File: src/design/iabd_pkg.sv
// Shared types, constants and tables of the IMA ADPCM block decoder.
package iabd_pkg;

  localparam int unsigned MAX_BLOCK_BYTES = 32768;
  localparam int unsigned GROUP_SAMPLES   = 8;
  localparam int unsigned HDR_MONO        = 4;
  localparam int unsigned HDR_STEREO      = 8;
  localparam logic [6:0]  MAX_INDEX       = 7'd88;

  localparam int unsigned PADDR_W = 3;
  localparam logic [PADDR_W-1:0] ADDR_CHANNEL_MODE = 3'd0;
  localparam logic [PADDR_W-1:0] ADDR_BLOCK_BYTES  = 3'd4;

  localparam logic [15:0] BLOCK_BYTES_RESET = 16'd1024;

  localparam logic [1:0] STATUS_OK     = 2'd0;
  localparam logic [1:0] STATUS_LAYOUT = 2'd1;
  localparam logic [1:0] STATUS_HEADER = 2'd2;
  localparam logic [1:0] STATUS_TRUNC  = 2'd3;

  typedef struct packed {
    logic [7:0] data_byte;
    logic       stream_end;
  } in_item_t;

  typedef struct packed {
    logic signed [15:0] sample;
    logic               channel;
    logic [1:0]         status;
    logic               last;
  } out_item_t;

  typedef struct packed {
    logic        channel_mode;
    logic [15:0] block_bytes;
  } cfg_t;

  typedef enum logic [2:0] {
    OP_NONE,
    OP_ERR,
    OP_HDR,
    OP_MONO,
    OP_SLEFT,
    OP_SRIGHT
  } op_t;

  typedef enum logic [1:0] {
    WR_NONE,
    WR_PRED,
    WR_INDEX
  } wr_t;

  typedef struct packed {
    op_t         op;
    wr_t         wr;
    logic        wr_right;
    logic [15:0] wr_value;
    logic        stereo;
    logic [1:0]  status;
    logic [1:0]  slot;
    logic [7:0]  data;
  } cmd_t;

  localparam logic [14:0] STEP_SIZES [0:88] = '{
    15'd7, 15'd8, 15'd9, 15'd10, 15'd11, 15'd12, 15'd13, 15'd14, 15'd16, 15'd17,
    15'd19, 15'd21, 15'd23, 15'd25, 15'd28, 15'd31, 15'd34, 15'd37, 15'd41, 15'd45,
    15'd50, 15'd55, 15'd60, 15'd66, 15'd73, 15'd80, 15'd88, 15'd97, 15'd107, 15'd118,
    15'd130, 15'd143, 15'd157, 15'd173, 15'd190, 15'd209, 15'd230, 15'd253, 15'd279,
    15'd307, 15'd337, 15'd371, 15'd408, 15'd449, 15'd494, 15'd544, 15'd598, 15'd658,
    15'd724, 15'd796, 15'd876, 15'd963, 15'd1060, 15'd1166, 15'd1282, 15'd1411,
    15'd1552, 15'd1707, 15'd1878, 15'd2066, 15'd2272, 15'd2499, 15'd2749, 15'd3024,
    15'd3327, 15'd3660, 15'd4026, 15'd4428, 15'd4871, 15'd5358, 15'd5894, 15'd6484,
    15'd7132, 15'd7845, 15'd8630, 15'd9493, 15'd10442, 15'd11487, 15'd12635,
    15'd13899, 15'd15289, 15'd16818, 15'd18500, 15'd20350, 15'd22385, 15'd24623,
    15'd27086, 15'd29794, 15'd32767
  };

  function automatic logic [14:0] step_size(input logic [6:0] idx);
    logic [6:0] i;
    i = (idx > MAX_INDEX) ? MAX_INDEX : idx;
    return STEP_SIZES[i];
  endfunction

  function automatic logic signed [4:0] index_move(input logic [2:0] mag);
    logic signed [4:0] mv;
    case (mag)
      3'd4:    mv = 5'sd2;
      3'd5:    mv = 5'sd4;
      3'd6:    mv = 5'sd6;
      3'd7:    mv = 5'sd8;
      default: mv = -5'sd1;
    endcase
    return mv;
  endfunction

endpackage

File: src/design/iabd_queue.sv
// Small synchronous queue used between the decoder stages and at the result side.
module iabd_queue
  import iabd_pkg::*;
#(
  parameter int unsigned DEPTH = 4,
  parameter type item_t = logic
) (
  input  logic  clk,
  input  logic  rst,
  input  logic  push,
  output logic  full,
  input  item_t wdata,
  input  logic  pop,
  output logic  empty,
  output item_t rdata
);

  localparam int unsigned PTR_W = (DEPTH > 1) ? $clog2(DEPTH) : 1;
  localparam int unsigned CNT_W = $clog2(DEPTH + 1);

  item_t            store [DEPTH];
  logic [PTR_W-1:0] wr_ptr;
  logic [PTR_W-1:0] rd_ptr;
  logic [CNT_W-1:0] count;
  logic             do_push;
  logic             do_pop;

  assign full    = (count == CNT_W'(DEPTH));
  assign empty   = (count == '0);
  assign do_push = push && !full;
  assign do_pop  = pop && !empty;
  assign rdata   = store[rd_ptr];

  always_ff @(posedge clk) begin
    if (do_push) begin
      store[wr_ptr] <= wdata;
    end
  end

  always_ff @(posedge clk) begin
    if (rst) begin
      wr_ptr <= '0;
      rd_ptr <= '0;
      count  <= '0;
    end else begin
      if (do_push) begin
        wr_ptr <= (wr_ptr == PTR_W'(DEPTH - 1)) ? '0 : wr_ptr + 1'b1;
      end
      if (do_pop) begin
        rd_ptr <= (rd_ptr == PTR_W'(DEPTH - 1)) ? '0 : rd_ptr + 1'b1;
      end
      if (do_push && !do_pop) begin
        count <= count + 1'b1;
      end else if (do_pop && !do_push) begin
        count <= count - 1'b1;
      end
    end
  end

endmodule

File: src/design/iabd_front.sv
// Front stage: tracks the block position, parses headers and classifies each byte.
module iabd_front
  import iabd_pkg::*;
(
  input  logic     clk,
  input  logic     rst,
  input  cfg_t     cfg,
  input  logic     accept,
  input  in_item_t item,
  output logic     cmd_push,
  output cmd_t     cmd
);

  logic [15:0] pos;
  logic [15:0] pos_next;
  logic [7:0]  hdr_low;
  logic [7:0]  hdr_low_next;
  logic        left_big;
  logic        left_big_next;
  logic        right_big;
  logic        right_big_next;
  logic        discarding;
  logic        discarding_next;

  logic        stereo;
  logic [15:0] hdr;
  logic        block_done;
  logic        bad_layout;
  logic        in_hdr;
  logic        hdr_fail;
  logic        idx_big;
  logic [15:0] grp_off;
  logic [7:0]  b;
  logic        end_flag;

  assign stereo     = cfg.channel_mode;
  assign hdr        = stereo ? 16'(HDR_STEREO) : 16'(HDR_MONO);
  assign b          = item.data_byte;
  assign end_flag   = item.stream_end;
  assign block_done = ({1'b0, pos} + 17'd1) >= {1'b0, cfg.block_bytes};
  assign in_hdr     = pos < hdr;
  assign grp_off    = pos - 16'(HDR_STEREO);
  assign idx_big    = b > 8'(MAX_INDEX);

  always_comb begin
    bad_layout = (pos == '0) &&
                 ((cfg.block_bytes < hdr) ||
                  ({1'b0, cfg.block_bytes} > 17'(MAX_BLOCK_BYTES)) ||
                  (stereo && (((cfg.block_bytes - 16'(HDR_STEREO)) &
                               16'(GROUP_SAMPLES - 1)) != '0)));
  end

  always_comb begin
    pos_next        = pos;
    hdr_low_next    = hdr_low;
    left_big_next   = left_big;
    right_big_next  = right_big;
    discarding_next = discarding;
    hdr_fail        = 1'b0;
    cmd             = '0;
    cmd.op          = OP_NONE;
    cmd.wr          = WR_NONE;
    cmd.stereo      = stereo;
    cmd.data        = b;
    cmd.wr_right    = pos[2];

    if (discarding) begin
      if (end_flag) begin
        discarding_next = 1'b0;
        pos_next        = '0;
      end
    end else if (bad_layout) begin
      cmd.op          = OP_ERR;
      cmd.status      = STATUS_LAYOUT;
      pos_next        = '0;
      discarding_next = !end_flag;
    end else begin
      if (in_hdr) begin
        case (pos[1:0])
          2'd0: hdr_low_next = b;
          2'd1: begin
            cmd.wr       = WR_PRED;
            cmd.wr_value = {b, hdr_low};
          end
          2'd2: begin
            cmd.wr       = WR_INDEX;
            cmd.wr_value = {9'd0, idx_big ? MAX_INDEX : b[6:0]};
            if (pos[2]) begin
              right_big_next = idx_big;
            end else begin
              left_big_next = idx_big;
            end
          end
          default: hdr_fail = (pos[2] ? right_big : left_big) || (b != '0);
        endcase
      end

      if (hdr_fail) begin
        cmd.op          = OP_ERR;
        cmd.status      = STATUS_HEADER;
        pos_next        = '0;
        discarding_next = !end_flag;
      end else if (end_flag && !block_done) begin
        cmd.op     = OP_ERR;
        cmd.status = STATUS_TRUNC;
        pos_next   = '0;
      end else begin
        if (in_hdr) begin
          if (pos == hdr - 16'd1) begin
            cmd.op = OP_HDR;
          end
        end else if (!stereo) begin
          cmd.op = OP_MONO;
        end else begin
          cmd.op   = grp_off[2] ? OP_SRIGHT : OP_SLEFT;
          cmd.slot = grp_off[1:0];
        end
        pos_next = (block_done || end_flag) ? '0 : pos + 16'd1;
      end
    end
  end

  assign cmd_push = accept && ((cmd.op != OP_NONE) || (cmd.wr != WR_NONE));

  always_ff @(posedge clk) begin
    if (rst) begin
      pos        <= '0;
      hdr_low    <= '0;
      left_big   <= 1'b0;
      right_big  <= 1'b0;
      discarding <= 1'b0;
    end else if (accept) begin
      pos        <= pos_next;
      hdr_low    <= hdr_low_next;
      left_big   <= left_big_next;
      right_big  <= right_big_next;
      discarding <= discarding_next;
    end
  end

endmodule

File: src/design/iabd_back.sv
// Back stage: holds predictors; decodes up to a nibble per unstalled cycle.
module iabd_back
  import iabd_pkg::*;
(
  input  logic      clk,
  input  logic      rst,
  input  logic      cmd_empty,
  input  cmd_t      cmd,
  output logic      cmd_pop,
  input  logic      res_full,
  output logic      res_push,
  output out_item_t res
);

  localparam int unsigned MEM_AW = $clog2(GROUP_SAMPLES);

  logic signed [15:0] lpred;
  logic signed [15:0] rpred;
  logic [6:0]         lidx;
  logic [6:0]         ridx;
  logic [1:0]         cnt;
  logic signed [15:0] held [GROUP_SAMPLES];

  logic               go;
  logic               do_out;
  logic               last_step;
  logic               dec_en;
  logic               dec_right;
  logic               nib_hi;
  logic               mem_we;

  logic [3:0]         nib;
  logic signed [15:0] pred_in;
  logic [6:0]         idx_in;
  logic [14:0]        step;
  logic [15:0]        diff;
  logic signed [17:0] psum;
  logic signed [15:0] dec_pred;
  logic signed [8:0]  idx_sum;
  logic [6:0]         dec_idx;

  assign go = !cmd_empty && !res_full;

  assign nib     = nib_hi ? cmd.data[7:4] : cmd.data[3:0];
  assign pred_in = dec_right ? rpred : lpred;
  assign idx_in  = dec_right ? ridx : lidx;
  assign step    = step_size(idx_in);

  always_comb begin
    diff = 16'(step >> 3);
    if (nib[0]) diff = diff + 16'(step >> 2);
    if (nib[1]) diff = diff + 16'(step >> 1);
    if (nib[2]) diff = diff + 16'(step);
    if (nib[3]) begin
      psum = 18'(pred_in) - $signed({2'b00, diff});
    end else begin
      psum = 18'(pred_in) + $signed({2'b00, diff});
    end
    if (psum < -18'sd32768) begin
      dec_pred = 16'sh8000;
    end else if (psum > 18'sd32767) begin
      dec_pred = 16'sh7fff;
    end else begin
      dec_pred = psum[15:0];
    end
    idx_sum = $signed({2'b00, idx_in}) + 9'(index_move(nib[2:0]));
    if (idx_sum < 9'sd0) begin
      dec_idx = '0;
    end else if (idx_sum > $signed({2'b00, MAX_INDEX})) begin
      dec_idx = MAX_INDEX;
    end else begin
      dec_idx = idx_sum[6:0];
    end
  end

  always_comb begin
    do_out    = 1'b0;
    last_step = 1'b1;
    dec_en    = 1'b0;
    dec_right = 1'b0;
    nib_hi    = 1'b0;
    mem_we    = 1'b0;
    res       = '0;
    unique case (cmd.op)
      OP_NONE: ;
      OP_ERR: begin
        do_out     = 1'b1;
        res.status = cmd.status;
        res.last   = 1'b1;
      end
      OP_HDR: begin
        do_out = 1'b1;
        if (cnt == 2'd0) begin
          res.sample = lpred;
          res.last   = !cmd.stereo;
          last_step  = !cmd.stereo;
        end else begin
          res.sample  = rpred;
          res.channel = 1'b1;
          res.last    = 1'b1;
        end
      end
      OP_MONO: begin
        do_out     = 1'b1;
        dec_en     = 1'b1;
        nib_hi     = cnt[0];
        res.sample = dec_pred;
        res.last   = cnt[0];
        last_step  = cnt[0];
      end
      OP_SLEFT: begin
        dec_en    = 1'b1;
        nib_hi    = cnt[0];
        mem_we    = 1'b1;
        last_step = cnt[0];
      end
      OP_SRIGHT: begin
        do_out    = 1'b1;
        last_step = (cnt == 2'd3);
        res.last  = (cnt == 2'd3);
        if (cnt[0]) begin
          dec_en      = 1'b1;
          dec_right   = 1'b1;
          nib_hi      = cnt[1];
          res.sample  = dec_pred;
          res.channel = 1'b1;
        end else begin
          res.sample = held[MEM_AW'({cmd.slot, cnt[1]})];
        end
      end
      default: ;
    endcase
  end

  assign cmd_pop  = go && last_step;
  assign res_push = go && do_out;

  always_ff @(posedge clk) begin
    if (go && mem_we) begin
      held[MEM_AW'({cmd.slot, cnt[0]})] <= dec_pred;
    end
  end

  always_ff @(posedge clk) begin
    if (rst) begin
      cnt   <= '0;
      lpred <= '0;
      rpred <= '0;
      lidx  <= '0;
      ridx  <= '0;
    end else if (go) begin
      cnt <= last_step ? 2'd0 : cnt + 2'd1;
      if (cnt == 2'd0) begin
        if (cmd.wr == WR_PRED) begin
          if (cmd.wr_right) begin
            rpred <= cmd.wr_value;
          end else begin
            lpred <= cmd.wr_value;
          end
        end else if (cmd.wr == WR_INDEX) begin
          if (cmd.wr_right) begin
            ridx <= cmd.wr_value[6:0];
          end else begin
            lidx <= cmd.wr_value[6:0];
          end
        end
      end
      if (dec_en) begin
        if (dec_right) begin
          rpred <= dec_pred;
          ridx  <= dec_idx;
        end else begin
          lpred <= dec_pred;
          lidx  <= dec_idx;
        end
      end
    end
  end

endmodule

File: src/design/ima_adpcm_block_decoder_core.sv
// Top level of the IMA ADPCM block decoder: configuration registers and queues.
// Commands pass from the command queue through the back stage to the result queue.
// Bytes are taken one per cycle into a command queue while it is not full; the back
// stage gives one result or nibble per cycle while the result queue has room.
// Data bytes hold two nibbles; stereo right bytes also yield two held left samples.
// A synchronous reset empties both queues, clears position and predictors,
// and sets mono with 1024-byte blocks.
module ima_adpcm_block_decoder_core
  import iabd_pkg::*;
#(
  parameter int unsigned CMD_DEPTH = 4,
  parameter int unsigned RES_DEPTH = 4
) (
  input  logic               clk,
  input  logic               rst,
  input  logic               push,
  output logic               full,
  input  in_item_t           item,
  output logic               empty,
  input  logic               pop,
  output out_item_t          result,
  input  logic               psel,
  input  logic               penable,
  input  logic               pwrite,
  input  logic [PADDR_W-1:0] paddr,
  input  logic [31:0]        pwdata,
  output logic [31:0]        prdata,
  output logic               pready
);

  cfg_t      cfg;
  logic      accept;
  logic      cmd_push;
  cmd_t      cmd_in;
  logic      cmd_full;
  logic      cmd_empty;
  logic      cmd_pop;
  cmd_t      cmd_head;
  logic      res_push;
  logic      res_full;
  out_item_t res_in;
  logic      cfg_write;

  assign pready    = 1'b1;
  assign cfg_write = psel && penable && pwrite && pready;

  always_ff @(posedge clk) begin
    if (rst) begin
      cfg.channel_mode <= 1'b0;
      cfg.block_bytes  <= BLOCK_BYTES_RESET;
    end else if (cfg_write) begin
      case (paddr)
        ADDR_CHANNEL_MODE: cfg.channel_mode <= pwdata[0];
        ADDR_BLOCK_BYTES:  cfg.block_bytes  <= pwdata[15:0];
        default: ;
      endcase
    end
  end

  always_comb begin
    case (paddr)
      ADDR_CHANNEL_MODE: prdata = {31'd0, cfg.channel_mode};
      ADDR_BLOCK_BYTES:  prdata = {16'd0, cfg.block_bytes};
      default:           prdata = '0;
    endcase
  end

  assign full   = cmd_full;
  assign accept = push && !cmd_full;

  iabd_front u_front (
    .clk      (clk),
    .rst      (rst),
    .cfg      (cfg),
    .accept   (accept),
    .item     (item),
    .cmd_push (cmd_push),
    .cmd      (cmd_in)
  );

  iabd_queue #(
    .DEPTH  (CMD_DEPTH),
    .item_t (cmd_t)
  ) u_cmd_queue (
    .clk   (clk),
    .rst   (rst),
    .push  (cmd_push),
    .full  (cmd_full),
    .wdata (cmd_in),
    .pop   (cmd_pop),
    .empty (cmd_empty),
    .rdata (cmd_head)
  );

  iabd_back u_back (
    .clk       (clk),
    .rst       (rst),
    .cmd_empty (cmd_empty),
    .cmd       (cmd_head),
    .cmd_pop   (cmd_pop),
    .res_full  (res_full),
    .res_push  (res_push),
    .res       (res_in)
  );

  iabd_queue #(
    .DEPTH  (RES_DEPTH),
    .item_t (out_item_t)
  ) u_res_queue (
    .clk   (clk),
    .rst   (rst),
    .push  (res_push),
    .full  (res_full),
    .wdata (res_in),
    .pop   (pop),
    .empty (empty),
    .rdata (result)
  );

endmodule
File: config.mk
export PLATFORM = sky130hd
export DESIGN_NAME = ima_adpcm_block_decoder_core
export DESIGN_NICKNAME = d
export VERILOG_FILES = /design/src/design/iabd_pkg.sv /design/src/design/iabd_queue.sv /design/src/design/iabd_front.sv /design/src/design/iabd_back.sv /design/src/design/ima_adpcm_block_decoder_core.sv
export SDC_FILE = /design/constraint.sdc
export NUM_CORES = 1
export LEC_CHECK = 0
export BUFFER_PORTS_ARGS = -buffer_cell sky130_fd_sc_hd__buf_2
export CAP_MARGIN = 5
export CORE_AREA = 2 2 236 238
export DETAILED_ROUTE_END_ITERATION = 8
export DIE_AREA = 0 0 238 240
export PLACE_DENSITY = 0.66
export SLEW_MARGIN = 5
export SYNTH_ARGS = -nofsm -noshare
export SYNTH_HDL_FRONTEND = slang
export SYNTH_SLANG_ARGS = --single-unit
File: constraint.sdc
create_clock -name clk -period 31.9 [get_ports clk]
set_input_delay 4.785 -clock clk [delete_from_list [all_inputs] [get_ports clk]]
set_output_delay 4.785 -clock clk [all_outputs]
set_load 0.01 [all_outputs]
==> results.sh <==
export IMPL_timing_critical_path_slowest_cell_delay_ns=0.82
export IMPL_run_status="complete, no violations"
export IMPL_fmaxAchievable_mhz=65.1
export IMPL_grt_start_max_net_pins=80
export IMPL_setup_tns_ns=0
export IMPL_netlist_cell_type_count=97
export IMPL_clock_edge_transition_at_the_registers_on_the_reported_setup_and_hold_paths_ns=0.06
export IMPL_critical_path_n_buffers_inverters=4
export IMPL_critical_path_max_fanout=44
export IMPL_multi_input_comb_area_um2=13400
export IMPL_floorplan_die_width_um=238
export IMPL_synthDominantCellAreaShare_pct=38.8
export IMPL_area_growth_pct=9.10
export IMPL_drc=0
export IMPL_complex_gate_fraction_of_the_synthesized_area_pct=15.0
export IMPL_yosys_area_share_xor_xnor_pct=2.67
export IMPL_filler_cell_count=4667
export IMPL_cts_tree="done"
export IMPL_grt_pass1_vias=19500
export IMPL_area_sequential_um2=12700
export IMPL_synth_top_cells_by_area="edfxtp_1 (39%), dfxtp_1 (8.2%), mux4_2 (6.8%)"
export IMPL_critPathCaptureType="flop"
export IMPL_cts_resized_gates=0
export IMPL_dr_pass1_iters=6
export IMPL_min_delay_path_class="flop to flop"
export IMPL_number_of_setup_violations_in_the_final_report=0
export IMPL_whs_ns=0.490
export IMPL_most_area_hungry_cell_type_in_the_yosys_netlist="edfxtp_1"
export IMPL_crit_path_top_delay_cell="o31ai_1"
export IMPL_cts_buffer_depth=3
export IMPL_multiplexer_share_of_the_synthesized_area_pct=11.7
export IMPL_route_antenna_remaining_nets=0
export IMPL_worstPathRequired_ns=32.16
export IMPL_synth_avg_cell_area_um2=10.9
export IMPL_hold_viol=0
export IMPL_coreArea_um2=54700
export IMPL_dr_total_vias=20215
export IMPL_timing_max_cap_violations=0
export IMPL_synthAdderAreaFrac_pct=6.09
export IMPL_dp_hpwl_um=50700
export IMPL_timing_final_crit_share_pct=48.2
export IMPL_antenna_diode_count=0
export IMPL_final_skew_ns=0.0244
export IMPL_finalMaxSlewViolations=0
export IMPL_hold_buffers=0
export IMPL_wl_um=72000
export IMPL_detailedRoute_firstIterationViolations=1833
export IMPL_post_synth_and_or_nand_nor_area_fraction_pct=13.7
export IMPL_synth_cell_area_um2=26900
export IMPL_vias_per_cell=6.26
export IMPL_dieArea_um2=57100
export IMPL_ctsHtreeMaxLevel=2
export IMPL_worstSkewPairLatency_ns=0.58
export IMPL_grtUsageTotal_pct=24.9
export IMPL_setup_worst_path_start_class="flop"
export IMPL_max_slew_margin_rel_pct=26.3
export IMPL_port_buffer_count=72
export IMPL_criticalPathCategory="flop to flop"
export IMPL_grt_setup_unrepaired="no"
export IMPL_antenna_found_initial=1
export IMPL_dominant_delay_contributor_by_cell_family_on_the_critical_path="compound AO/OA/AOI/OAI gates"
export IMPL_chipHeight_um=240
export IMPL_globalRoute_totalOverflow=0
export IMPL_worst_endpoint_arrival_ns=15.63
export IMPL_cts_buffers_inserted=44
export IMPL_cts_setup_buffers=0
export IMPL_route_detailed_wl_per_inst_um=22.3
export IMPL_synth_top_family_by_area="compound AO/OA/AOI/OAI gates"
export IMPL_ys_warn_count=0
export IMPL_postSynthCellCount=2464
export IMPL_postSynth_topFlopCell="edfxtp_1"
export IMPL_final_nets=2668
export IMPL_cts_sink_count=458
export IMPL_post_route_cells_drive_above_1_share_pct=13.7
export IMPL_period_minus_slack_ns=15.37
export IMPL_synth_edff_count=348
export IMPL_worst_slew_pin_transition_ns=1.10
export IMPL_synth_seq_area_share_pct=47.0
export IMPL_cts_root_buf="clkbuf_16"
export IMPL_routability_congestion=0.958
export IMPL_grt_pass1_wl_um=111000
export IMPL_starting_utilization_of_the_core_area_pct=49.3
export IMPL_yosys_register_bits=458
export IMPL_io_pins=106
export IMPL_row_count=86
export IMPL_share_of_async_settable_or_async_resettable_flops_after_synthesis_pct=0
state kept, by name, indices dropped and copies added (netlist names), named ones only:
name                flops
cfg                    17
u_front.right_big       1
u_cmd_queue.rd_ptr      2
u_front.discarding      1
u_front.pos            16
u_res_queue.rd_ptr      2
u_cmd_queue.store     140
u_back.held           128
u_back.ridx             7
u_res_queue.count       3
u_front.hdr_low         8
u_cmd_queue.count       3
u_res_queue.wr_ptr      2
u_back.cnt              2
u_back.lidx             7
u_res_queue.store      80
u_back.lpred           16
u_front.left_big        1
u_cmd_queue.wr_ptr      2
u_back.rpred           16
layout make-up:
type	instances	area share, %
clock buffer	65	4.35
clock inverter	17	0.587
inverter	90	1.15
multi-input combinational	1783	45.6
sequential	458	43.1
tap	704	3.00
timing repair buffer	113	2.27
metrics by stage:
stage / setup slack, ns / utilization, % / std cells / cell area [um2]
5_1_grt: 15.38 / 53.8 / 3230 / 29400
2_1_floorplan: 20.31 / - / 2479 / 27000
4_1_cts: 16.64 / 53.8 / 3230 / 29400
6_report: 16.53 / 53.8 / 3230 / 29400
3_3_place_gp: 17.10 / 51.1 / 3148 / 27900
3_5_place_dp: 16.69 / 51.1 / 3148 / 27900
synthesized netlist by cell type, types with 38 or more instances:
cell type / n
a211oi_1: 43
a21oi_1: 157
and2_1: 39
clkbuf_1: 93
dfxtp_1: 110
edfxtp_1: 348
ha_1: 120
inv_1: 87
mux2i_1: 103
mux4_2: 81
nand2_1: 221
nand3_1: 52
nor2_1: 165
nor2b_1: 38
nor3_1: 65
o21ai_0: 119
xnor2_1: 45
cells in the final DEF, fill, tap and decap left out, types with 32 or more instances in the layout:
master     synthesis  layout
buf_4             20      41
edfxtp_1         348     348
mux2i_1          103      98
dfxtp_1          110     107
a211oi_1          43      43
xnor2_1           45      45
nor2b_1           38      38
nand2_1          221     221
clkbuf_16          0      44
inv_1             87      87
a21oi_1          157     157
nor3_1            65      63
nor2_1           165     165
xor2_1            37      37
a21o_1            32      32
nand3_1           52      52
and2_1            39      38
buf_2             13      72
mux4_2            81      81
ha_1             120     120
o21ai_0          119     119
path summary, 6_finish.rpt:
check | from | end | slack [ns] | depth (start not counted)
worst max register to register | flop | u_res_queue.store[0][9] | 16.53 | 47
worst max-delay path | flop | u_res_queue.store[0][9] | 16.53 | 47
worst min register to register | cfg[7] | cfg[7] | 0.49 | 2
worst min-delay path | cfg[7] | cfg[7] | 0.49 | 2
worst min-delay path, stage by stage, from the launching register on:
cell and delay (ns):
dfxtp_1 0.33, nand2_1 0.06, a21oi_1 0.05
kinds of logic after synthesis:
kind of cell / after synthesis
compound gates: 604
xor+xnor: 82
fa+ha+maj: 127
buf+inv: 238
flops: 458
mux: 209
other cells: 2
simple gates: 744
routing by layer:
| layer | vias up | global-route usage [%] | wire, um |
|---|---|---|---|
| met5 | - | 0 | 0 |
| met4 | 0 | 6.69 | 1700 |
| met3 | 123 | 3.65 | 4630 |
| met2 | 712 | 41.8 | 34500 |
| met1 | 10014 | 33.9 | 31100 |
| li1 | 9366 | - | - |
Power is left out: the tool's default activity adds up to more than one toggle a clock period on the data nets, which glitch-free logic cannot reach.
